==> config.mk <==
export PLATFORM = sky130hd
export DESIGN_NAME = grid_sigma_outlier_detector_flat
export DESIGN_NICKNAME = d
export VERILOG_FILES = /design/src/rtl/core/gsod_pkg.sv /design/src/rtl/core/gsod_in_if.sv /design/src/rtl/core/gsod_out_if.sv /design/src/rtl/core/gsod_cfg_if.sv /design/src/rtl/core/grid_sigma_outlier_detector.sv /design/src/rtl/core/gsod_cfg.sv /design/src/rtl/core/gsod_eval.sv /design/src/flat_wrapper.sv
export SDC_FILE = /design/constraint.sdc
export NUM_CORES = 2
export LEC_CHECK = 0
export BUFFER_PORTS_ARGS = -buffer_cell sky130_fd_sc_hd__buf_2
export CORE_ASPECT_RATIO = 1.5
export CORE_UTILIZATION = 55
export CTS_CLUSTER_DIAMETER = 50
export DETAILED_ROUTE_END_ITERATION = 10
export GPL_TIMING_DRIVEN = 0
export HOLD_SLACK_MARGIN = 0.03
export PLACE_DENSITY = 0.76
export SLEW_MARGIN = 40
export SYNTH_ARGS = -nofsm -noshare
export SYNTH_HDL_FRONTEND = slang
export SYNTH_SLANG_ARGS = --single-unit
==> constraint.sdc <==
create_clock -name clk -period 15.3 [get_ports clk]
set_clock_uncertainty 0.05 [all_clocks]
set_input_delay 3.06 -clock clk [delete_from_list [all_inputs] [get_ports clk]]
set_output_delay 3.06 -clock clk [all_outputs]
set_load 0.02 [all_outputs]
==> src/rtl/core/gsod_pkg.sv <==
// Package of shared types, constants and register codes of the sigma outlier detector.
`timescale 1ns / 1ps
`default_nettype none

package gsod_pkg;

  localparam int COORD_BITS     = 12;
  localparam int VALUE_BITS     = 32;
  localparam int SIGMA_BITS     = 16;
  localparam int CFG_INDEX_BITS = 8;
  localparam int CFG_DATA_BITS  = 32;
  localparam int PROD_BITS      = SIGMA_BITS + VALUE_BITS;
  // Difference of two values is one bit wider; the Q8.8 alignment adds eight more.
  localparam int DIFF_BITS      = VALUE_BITS + 1;
  localparam int SCALED_BITS    = DIFF_BITS + 8;

  typedef logic [COORD_BITS-1:0]        coord_t;
  typedef logic signed [VALUE_BITS-1:0] value_t;
  typedef logic [SIGMA_BITS-1:0]        sigma_t;

  typedef enum logic [CFG_INDEX_BITS-1:0] {
    REG_SIGMA         = CFG_INDEX_BITS'(0),
    REG_SKIP_X        = CFG_INDEX_BITS'(1),
    REG_SKIP_Y        = CFG_INDEX_BITS'(2),
    REG_USE_ABS       = CFG_INDEX_BITS'(3),
    REG_VALUE_BAD     = CFG_INDEX_BITS'(4),
    REG_VALUE_MISSING = CFG_INDEX_BITS'(5),
    REG_STATS_BAD     = CFG_INDEX_BITS'(6),
    REG_STATS_MISSING = CFG_INDEX_BITS'(7)
  } reg_index_t;

  localparam sigma_t SIGMA_RESET   = SIGMA_BITS'(512);
  localparam value_t BAD_RESET     = {1'b1, {(VALUE_BITS-1){1'b0}}};
  localparam value_t MISSING_RESET = {1'b1, {(VALUE_BITS-2){1'b0}}, 1'b1};
  localparam value_t VALUE_MIN     = {1'b1, {(VALUE_BITS-1){1'b0}}};
  localparam value_t VALUE_MAX     = {1'b0, {(VALUE_BITS-1){1'b1}}};

  typedef struct packed {
    sigma_t sigma_scale;
    coord_t skip_x;
    coord_t skip_y;
    logic   use_abs;
    value_t value_bad;
    value_t value_missing;
    value_t stats_bad;
    value_t stats_missing;
  } cfg_t;

  typedef struct packed {
    coord_t col;
    coord_t row;
    value_t observed;
    value_t mean_value;
    value_t deviation;
    logic   plane_start;
  } item_t;

  typedef struct packed {
    logic   have_reported;
    coord_t last_col;
    coord_t last_row;
  } track_t;

  typedef struct packed {
    logic   hit;
    value_t value;
    track_t track_next;
  } verdict_t;

endpackage

`default_nettype wire

==> src/rtl/core/gsod_in_if.sv <==
// Stream interface carrying grid point words into the detector.
`timescale 1ns / 1ps
`default_nettype none

interface gsod_in_if;
  logic                valid;
  logic                ready;
  gsod_pkg::coord_t    col;
  gsod_pkg::coord_t    row;
  gsod_pkg::value_t    observed;
  gsod_pkg::value_t    mean_value;
  gsod_pkg::value_t    deviation;
  logic                plane_start;

  modport source (output valid, col, row, observed, mean_value, deviation, plane_start,
                  input ready);
  modport sink   (input valid, col, row, observed, mean_value, deviation, plane_start,
                  output ready);
endinterface

`default_nettype wire

==> src/rtl/core/gsod_out_if.sv <==
// Stream interface carrying outlier report words out of the detector.
`timescale 1ns / 1ps
`default_nettype none

interface gsod_out_if;
  logic             valid;
  logic             ready;
  gsod_pkg::coord_t out_col;
  gsod_pkg::coord_t out_row;
  gsod_pkg::value_t out_value;
  gsod_pkg::value_t out_mean;
  gsod_pkg::value_t out_deviation;

  modport source (output valid, out_col, out_row, out_value, out_mean, out_deviation,
                  input ready);
  modport sink   (input valid, out_col, out_row, out_value, out_mean, out_deviation,
                  output ready);
endinterface

`default_nettype wire

==> src/rtl/core/gsod_cfg_if.sv <==
// Write channel interface for the detector's configuration registers.
`timescale 1ns / 1ps
`default_nettype none

interface gsod_cfg_if;
  logic                                  valid;
  logic                                  ready;
  logic [gsod_pkg::CFG_INDEX_BITS-1:0]   index;
  logic [gsod_pkg::CFG_DATA_BITS-1:0]    data;

  modport source (output valid, index, data, input ready);
  modport sink   (input valid, index, data, output ready);
endinterface

`default_nettype wire

==> src/rtl/core/grid_sigma_outlier_detector.sv <==
// Top level of the grid sigma outlier detector: input register, tracking state, result register.
// Path: an accepted word is held and judged in the input register; its report, if any, is
// registered in the result register and presented from there on the result channel.
// Throughput: one grid point per cycle; the single multiply and compare path sets this figure.
// A stalled result channel holds only reporting points; points that report nothing still pass.
// Reset (rst, synchronous, active high) empties both registers, clears the report memory
// and restores every configuration register to its documented value.
`timescale 1ns / 1ps
`default_nettype none

module grid_sigma_outlier_detector (
  input  wire logic clk,
  input  wire logic rst,
  gsod_in_if.sink   samples,
  gsod_out_if.source results,
  gsod_cfg_if.sink  cfg
);

  gsod_pkg::cfg_t     regs;
  gsod_pkg::item_t    stage;
  logic               stage_valid;
  gsod_pkg::track_t   track;
  gsod_pkg::verdict_t verdict;
  logic               advance;
  logic               report;
  logic               out_valid;

  // Configuration registers. Writes are only expected while the pipeline is idle.
  gsod_cfg u_cfg (
    .clk  (clk),
    .rst  (rst),
    .cfg  (cfg),
    .regs (regs)
  );

  // The point in the input register is judged against the current tracking state.
  gsod_eval u_eval (
    .item    (stage),
    .regs    (regs),
    .track   (track),
    .verdict (verdict)
  );

  // A point leaves the input register when it reports nothing, or when the result register is
  // empty or being emptied. This lets the result register act as the skid stage between sides.
  assign advance = stage_valid && (!verdict.hit || !out_valid || results.ready);
  assign report  = advance && verdict.hit;

  assign samples.ready = !stage_valid || advance;

  always_ff @(posedge clk) begin
    if (rst) begin
      stage_valid <= 1'b0;
    end else if (samples.ready) begin
      stage_valid <= samples.valid;
    end
  end

  always_ff @(posedge clk) begin
    if (samples.valid && samples.ready) begin
      stage.col         <= samples.col;
      stage.row         <= samples.row;
      stage.observed    <= samples.observed;
      stage.mean_value  <= samples.mean_value;
      stage.deviation   <= samples.deviation;
      stage.plane_start <= samples.plane_start;
    end
  end

  // Tracking state moves only as points leave the input register, so each point sees the
  // effect of every earlier one.
  always_ff @(posedge clk) begin
    if (rst) begin
      track <= '0;
    end else if (advance) begin
      track <= verdict.track_next;
    end
  end

  always_ff @(posedge clk) begin
    if (rst) begin
      out_valid <= 1'b0;
    end else if (report) begin
      out_valid <= 1'b1;
    end else if (results.ready) begin
      out_valid <= 1'b0;
    end
  end

  always_ff @(posedge clk) begin
    if (report) begin
      results.out_col       <= stage.col;
      results.out_row       <= stage.row;
      results.out_value     <= verdict.value;
      results.out_mean      <= stage.mean_value;
      results.out_deviation <= stage.deviation;
    end
  end

  assign results.valid = out_valid;

  // A waiting report is always the last reported point.
  a_out_matches_track: assert property (@(posedge clk) disable iff (rst)
    out_valid |-> (results.out_col == track.last_col) && (results.out_row == track.last_row))
    else $error("pending report does not match the tracked point");

  // Input is only refused while a point occupies the input register.
  a_ready_when_empty: assert property (@(posedge clk) disable iff (rst)
    !samples.ready |-> stage_valid)
    else $error("input refused with an empty input register");

  // A report always arms suppression.
  a_report_arms: assert property (@(posedge clk) disable iff (rst)
    report |=> track.have_reported)
    else $error("report did not arm suppression");

  // A plane start that reports nothing leaves suppression disarmed.
  a_plane_clears: assert property (@(posedge clk) disable iff (rst)
    advance && stage.plane_start && !verdict.hit |=> !track.have_reported)
    else $error("plane start did not clear suppression");

  // A report is never dropped: a new one is only loaded when the slot is free or draining.
  a_no_overwrite: assert property (@(posedge clk) disable iff (rst)
    report |-> !out_valid || results.ready)
    else $error("pending report overwritten");

endmodule

`default_nettype wire

==> src/rtl/core/gsod_cfg.sv <==
// Configuration register file of the detector.
`timescale 1ns / 1ps
`default_nettype none

module gsod_cfg (
  input  wire logic     clk,
  input  wire logic     rst,
  gsod_cfg_if.sink      cfg,
  output gsod_pkg::cfg_t regs
);

  assign cfg.ready = 1'b1;

  always_ff @(posedge clk) begin
    if (rst) begin
      regs.sigma_scale     <= gsod_pkg::SIGMA_RESET;
      regs.skip_x          <= '0;
      regs.skip_y          <= '0;
      regs.use_abs         <= 1'b0;
      regs.value_bad       <= gsod_pkg::BAD_RESET;
      regs.value_missing   <= gsod_pkg::MISSING_RESET;
      regs.stats_bad       <= gsod_pkg::BAD_RESET;
      regs.stats_missing   <= gsod_pkg::MISSING_RESET;
    end else if (cfg.valid && cfg.ready) begin
      unique case (gsod_pkg::reg_index_t'(cfg.index))
        gsod_pkg::REG_SIGMA:
          regs.sigma_scale <= cfg.data[gsod_pkg::SIGMA_BITS-1:0];
        gsod_pkg::REG_SKIP_X:        regs.skip_x  <= cfg.data[gsod_pkg::COORD_BITS-1:0];
        gsod_pkg::REG_SKIP_Y:        regs.skip_y  <= cfg.data[gsod_pkg::COORD_BITS-1:0];
        gsod_pkg::REG_USE_ABS:       regs.use_abs <= cfg.data[0];
        gsod_pkg::REG_VALUE_BAD:
          regs.value_bad <= gsod_pkg::value_t'(cfg.data[gsod_pkg::VALUE_BITS-1:0]);
        gsod_pkg::REG_VALUE_MISSING:
          regs.value_missing <= gsod_pkg::value_t'(cfg.data[gsod_pkg::VALUE_BITS-1:0]);
        gsod_pkg::REG_STATS_BAD:
          regs.stats_bad <= gsod_pkg::value_t'(cfg.data[gsod_pkg::VALUE_BITS-1:0]);
        gsod_pkg::REG_STATS_MISSING:
          regs.stats_missing <= gsod_pkg::value_t'(cfg.data[gsod_pkg::VALUE_BITS-1:0]);
        default: ;
      endcase
    end
  end

endmodule

`default_nettype wire

==> src/rtl/core/gsod_eval.sv <==
// Combinational evaluation of one grid point: suppression, sentinels and sigma test.
`timescale 1ns / 1ps
`default_nettype none

module gsod_eval (
  input  wire gsod_pkg::item_t  item,
  input  wire gsod_pkg::cfg_t   regs,
  input  wire gsod_pkg::track_t track,
  output gsod_pkg::verdict_t    verdict
);

  localparam int OFS_BITS = gsod_pkg::COORD_BITS + 2;

  logic                                 active;
  logic signed [OFS_BITS-1:0]           dx;
  logic signed [OFS_BITS-1:0]           dy;
  logic                                 suppressed;
  logic                                 sentinel;
  gsod_pkg::value_t                     value;
  logic [gsod_pkg::VALUE_BITS-1:0]      dev_mag;
  logic [gsod_pkg::PROD_BITS-1:0]       prod;
  logic signed [gsod_pkg::DIFF_BITS-1:0] diff;
  logic [gsod_pkg::DIFF_BITS-1:0]       diff_mag;
  logic [gsod_pkg::SCALED_BITS-1:0]     scaled;
  logic                                 outlier;

  // A plane start forgets the last report before this point is judged.
  assign active = track.have_reported && !item.plane_start;

  assign dx = $signed({2'b00, item.col}) - $signed({2'b00, track.last_col});
  assign dy = $signed({2'b00, item.row}) - $signed({2'b00, track.last_row});
  assign suppressed = active && (dx < $signed({2'b00, regs.skip_x}))
                             && (dy < $signed({2'b00, regs.skip_y}));

  assign sentinel = (item.observed   == regs.value_bad) || (item.observed   == regs.value_missing)
                 || (item.deviation  == regs.stats_bad) || (item.deviation  == regs.stats_missing)
                 || (item.mean_value == regs.stats_bad) || (item.mean_value == regs.stats_missing);

  // The most negative code has no positive twin and saturates.
  always_comb begin
    value = item.observed;
    if (regs.use_abs && item.observed[gsod_pkg::VALUE_BITS-1]) begin
      if (item.observed == gsod_pkg::VALUE_MIN) begin
        value = gsod_pkg::VALUE_MAX;
      end else begin
        value = -item.observed;
      end
    end
  end

  // Unsigned magnitude, so the most negative deviation gives 2^31 exactly.
  assign dev_mag = item.deviation[gsod_pkg::VALUE_BITS-1]
                 ? (~item.deviation + 1'b1) : item.deviation;
  assign prod = gsod_pkg::PROD_BITS'(regs.sigma_scale) * gsod_pkg::PROD_BITS'(dev_mag);

  assign diff = $signed({value[gsod_pkg::VALUE_BITS-1], value})
              - $signed({item.mean_value[gsod_pkg::VALUE_BITS-1], item.mean_value});
  assign diff_mag = diff[gsod_pkg::DIFF_BITS-1] ? (~diff + 1'b1) : diff;
  assign scaled = {diff_mag, 8'h00};
  assign outlier = gsod_pkg::PROD_BITS'(scaled) > prod;

  always_comb begin
    verdict.hit                      = !suppressed && !sentinel && outlier;
    verdict.value                    = value;
    verdict.track_next.have_reported = active;
    verdict.track_next.last_col      = track.last_col;
    verdict.track_next.last_row      = track.last_row;
    if (verdict.hit) begin
      verdict.track_next.have_reported = 1'b1;
      verdict.track_next.last_col      = item.col;
      verdict.track_next.last_row      = item.row;
    end
  end

endmodule

`default_nettype wire

==> src/flat_wrapper.sv <==
// flat-port wrapper written by rule: the top's interface ports become plain ports
module grid_sigma_outlier_detector_flat 
  (clk, rst, samples_valid, samples_col, samples_row, samples_observed, samples_mean_value, samples_deviation, samples_plane_start, samples_ready, results_valid, results_out_col, results_out_row, results_out_value, results_out_mean, results_out_deviation, results_ready, cfg_valid, cfg_index, cfg_data, cfg_ready);
  gsod_in_if samples_i ();
  gsod_out_if results_i ();
  gsod_cfg_if cfg_i ();
  input  wire logic clk;
  input  wire logic rst;
  input wire logic [$bits(samples_i.valid)-1:0] samples_valid;
  input wire logic [$bits(samples_i.col)-1:0] samples_col;
  input wire logic [$bits(samples_i.row)-1:0] samples_row;
  input wire logic [$bits(samples_i.observed)-1:0] samples_observed;
  input wire logic [$bits(samples_i.mean_value)-1:0] samples_mean_value;
  input wire logic [$bits(samples_i.deviation)-1:0] samples_deviation;
  input wire logic [$bits(samples_i.plane_start)-1:0] samples_plane_start;
  output wire logic [$bits(samples_i.ready)-1:0] samples_ready;
  output wire logic [$bits(results_i.valid)-1:0] results_valid;
  output wire logic [$bits(results_i.out_col)-1:0] results_out_col;
  output wire logic [$bits(results_i.out_row)-1:0] results_out_row;
  output wire logic [$bits(results_i.out_value)-1:0] results_out_value;
  output wire logic [$bits(results_i.out_mean)-1:0] results_out_mean;
  output wire logic [$bits(results_i.out_deviation)-1:0] results_out_deviation;
  input wire logic [$bits(results_i.ready)-1:0] results_ready;
  input wire logic [$bits(cfg_i.valid)-1:0] cfg_valid;
  input wire logic [$bits(cfg_i.index)-1:0] cfg_index;
  input wire logic [$bits(cfg_i.data)-1:0] cfg_data;
  output wire logic [$bits(cfg_i.ready)-1:0] cfg_ready;
  assign samples_i.valid = samples_valid;
  assign samples_i.col = samples_col;
  assign samples_i.row = samples_row;
  assign samples_i.observed = samples_observed;
  assign samples_i.mean_value = samples_mean_value;
  assign samples_i.deviation = samples_deviation;
  assign samples_i.plane_start = samples_plane_start;
  assign samples_ready = samples_i.ready;
  assign results_valid = results_i.valid;
  assign results_out_col = results_i.out_col;
  assign results_out_row = results_i.out_row;
  assign results_out_value = results_i.out_value;
  assign results_out_mean = results_i.out_mean;
  assign results_out_deviation = results_i.out_deviation;
  assign results_i.ready = results_ready;
  assign cfg_i.valid = cfg_valid;
  assign cfg_i.index = cfg_index;
  assign cfg_i.data = cfg_data;
  assign cfg_ready = cfg_i.ready;
  grid_sigma_outlier_detector u_core (.clk(clk), .rst(rst), .samples(samples_i), .results(results_i), .cfg(cfg_i));
endmodule
==> impl_metrics.py <==
metrics = {
    "run_status": {
        "status": "complete, but fails checks",
        "failed_checks": "DRC",
    },
    "min_path": {
        "min_path_type": "reg2reg",
        "min_path_cells": 0,
    },
    "global_route": {
        "track_usage": 0.374,
        "grt_pass1_vias": 33900,
        "antenna_found_initial": 0,
        "grt_pass1_wl_mm": 200,
        "grt_max_degree": 25,
        "globalRoute.totalOverflow": 0,
    },
    "logic_synthesis": {
        "ys_warn_count": 0,
        "ys_types": 75,
        "ys_top_cells_by_area": "fa_1, edfxtp_1, dfxtp_1",
        "avgSynthCellArea_um2": 9.17,
        "syn-num-nets": 5110,
        "synth.most_common_cell": "nand2_1",
        "yosys-top-cells-count": "nand2_1, inv_1, fa_1",
        "yosysTopAreaCellShare": 0.214,
        "yosysSeqAreaShare": 0.284,
        "synthesis.area_mm2": 0.0393,
        "synth_edf_count": 241,
        "synthArstFlopShare": 0,
        "synth.largest_area_cell": "fa_1",
        "ys_seq_elements": 437,
        "ys_dominant_reg_cell": "edfxtp_1",
        "netlist_instances": 4288,
    },
    "route": {
        "vias_per_cell": 5.81,
        "num_vias": 32600,
        "route.detailed.drc": 7,
        "drtAntennaViolNets": 0,
        "wl_per_cell_um": 23.6,
        "firstDrtPassIters": 8,
        "finalWirelength_mm": 132,
        "drt_iter0_markers": 2510,
    },
    "cells_and_area": {
        "fin_nets": 5496,
        "final_layout_size_suffix_gt1_frac": 0.126,
        "syn2layout_area_growth_pct": 14.9,
        "fin_area_mm2": 0.0452,
        "antennaDiodeCount": 0,
    },
    "die": {
        "die_area_mm2": 0.0726,
        "coreArea_mm2": 0.0704,
        "die-width_um": 220,
        "start_util": 0.558,
        "row_count": 119,
        "die_height_um": 329,
        "top_level_ports": 289,
    },
    "clock_tree": {
        "clk_latency_ns": 0.64,
        "cts_tree": "built",
        "path_clk_slew_ns": 0.07,
        "postCtsHoldBufs": 0,
        "numCtsBuffers": 44,
        "h-tree-depth": 2,
        "clock-sinks": 437,
        "root_buffer": "clkbuf_16",
        "clock_path_buffers": 3,
    },
    "critical_path": {
        "critPathMaxStageDelay_ns": 0.54,
        "cp_slowest_cell": "or4_4",
        "crit_required_ns": 12.19,
        "worst_setup_path_start_kind": "flop",
        "end_kind": "output pin",
        "reg2reg_depth": 48,
        "cp.arrival_ns": 12.01,
        "timing.critical_path.mode_cell": "fa_1",
        "path_max_fanout": 7,
        "path_class": "reg2out",
        "ff2ff_setup_slack_ns": 2.02,
    },
    "placed_design": {
        "dp_hpwl_mm": 107,
        "place.gp.congestion": 1.02,
        "place_area_mm2": 0.0423,
        "port_buffers": 285,
    },
    "power_and_ir_drop": {
        "power_mw": 3.51,
        "ir_worst_vdd_v": 0.000119,
        "p_per_area_mw_per_mm2": 77.8,
        "p_leak_nw": 19.3,
    },
    "timing": {
        "slew_violations": 0,
        "final_hold_viol_count": 0,
        "setup_viol": 0,
        "min_period_ns": 15.12,
        "worst_pin_slew_ns": 1.05,
        "max_freq_mhz": 66.1,
        "whs_ns": 0.398,
        "fin_crit_sh": 0.988,
        "maxSlewHeadroom": 0.302,
    },
    "job": {
        "max_cap_violations": 0,
    },
}
## final timing paths
kind | startpoint | to
worst max-delay path | u_core.stage[7] | samples_ready
worst min-delay path | u_core.stage[16] | u_core.results.out_deviation[15]
worst max register to register | u_core.stage[7] | u_core.stage[54]
worst min register to register | u_core.stage[16] | u_core.results.out_deviation[15]
## metrics by stage
step	TNS (ns)	util	setup WS, ns	instances
finish	0	0.642	0.182	5617
global route	-0.0804	0.642	-0.0804	5617
CTS	0	0.635	0.00430	5599
detailed placement	-4.78	0.600	-1.52	5493
global placement	-1067.45	0.595	-4.65	5480
floorplan	0	-	0.400	4288
## power by group
part           total [mW]  internal [mW]  switching (mW)
clock                1.17          0.656           0.517
sequential           1.37           1.32          0.0564
combinational       0.967          0.360           0.607
## per-layer routing
| metal | up-vias | part of all wire | track usage |
|---|---|---|---|
| met5 | - | 0 | 0 |
| met4 | 0 | 0.11 | 0.332 |
| met3 | 517 | 0.073 | 0.0637 |
| met2 | 1560 | 0.49 | 0.632 |
| met1 | 15900 | 0.33 | 0.400 |
| li1 | 14700 | - | - |
## worst max-delay path: cells and delay by family (launching register included)
kind,cells,cell delay (ns)
simple gates,20,4.71
compound gates,5,1.21
buf+inv,8,0.85
flops,1,0.46
xor+xnor,2,0.41
fa+ha+maj,8,3.66
## placed cells by master, fill, tap and decap left out, types with 30 or more instances in the layout
cell,count
and2_1,214
inv_1,578
nor2_1,136
ha_1,221
fa_1,417
o21ai_0,95
nand2_1,722
clkbuf_1,178
a21oi_1,255
clkbuf_16,46
nor4_1,48
a21o_1,45
edfxtp_1,241
buf_2,291
or4_1,30
dfxtp_1,196
buf_4,58
nand4_1,63
nand2b_1,37
o31ai_1,37
xnor2_1,148
xor2_1,173
## kinds of logic (layout without fill, tap and decap cells)
| kind of cell | Yosys count | count (layout) | synth area share |
|---|---|---|---|
| AO/OA/AOI/OAI | 594 | 594 | 0.0926 |
| XOR/XNOR | 354 | 354 | 0.0789 |
| adder cells (fa/ha/maj) | 656 | 656 | 0.289 |
| buffers and inverters | 807 | 1229 | 0.0775 |
| flip-flops | 437 | 437 | 0.284 |
| multiplexers | 28 | 28 | 0.00713 |
| other | 1 | 1 | 0.0000954 |
| AND/OR/NAND/NOR | 1411 | 1411 | 0.171 |
## layout make-up
| type | count | area [um^2] |
|---|---|---|
| buffer | 212 | 977 |
| clock buffer | 57 | 1230 |
| clock inverter | 25 | 348 |
| fill | 5771 | 25200 |
| inverter | 579 | 2170 |
| multi-input combinational | 3044 | 26000 |
| sequential | 437 | 11200 |
| tap | 907 | 1130 |
| timing repair buffer | 356 | 2200 |
## registers in the layout (all words and copies together), names as in the netlist
register / count
u_core.u_cfg.regs: 169
u_core.stage: 121
u_core.results.out_deviation: 32
u_core.results.out_mean: 32
u_core.results.out_value: 32
u_core.track: 25
u_core.results.out_col: 12
u_core.results.out_row: 12
u_core.results.valid: 1
u_core.stage_valid: 1
## what timing repair did
action,in CTS,in global routing
resized for setup,140,77
setup endpoints to repair,41,1
pin swaps,45,38
setup buffers,38,20
No activity file was read; power rests on OpenSTA's default activity.
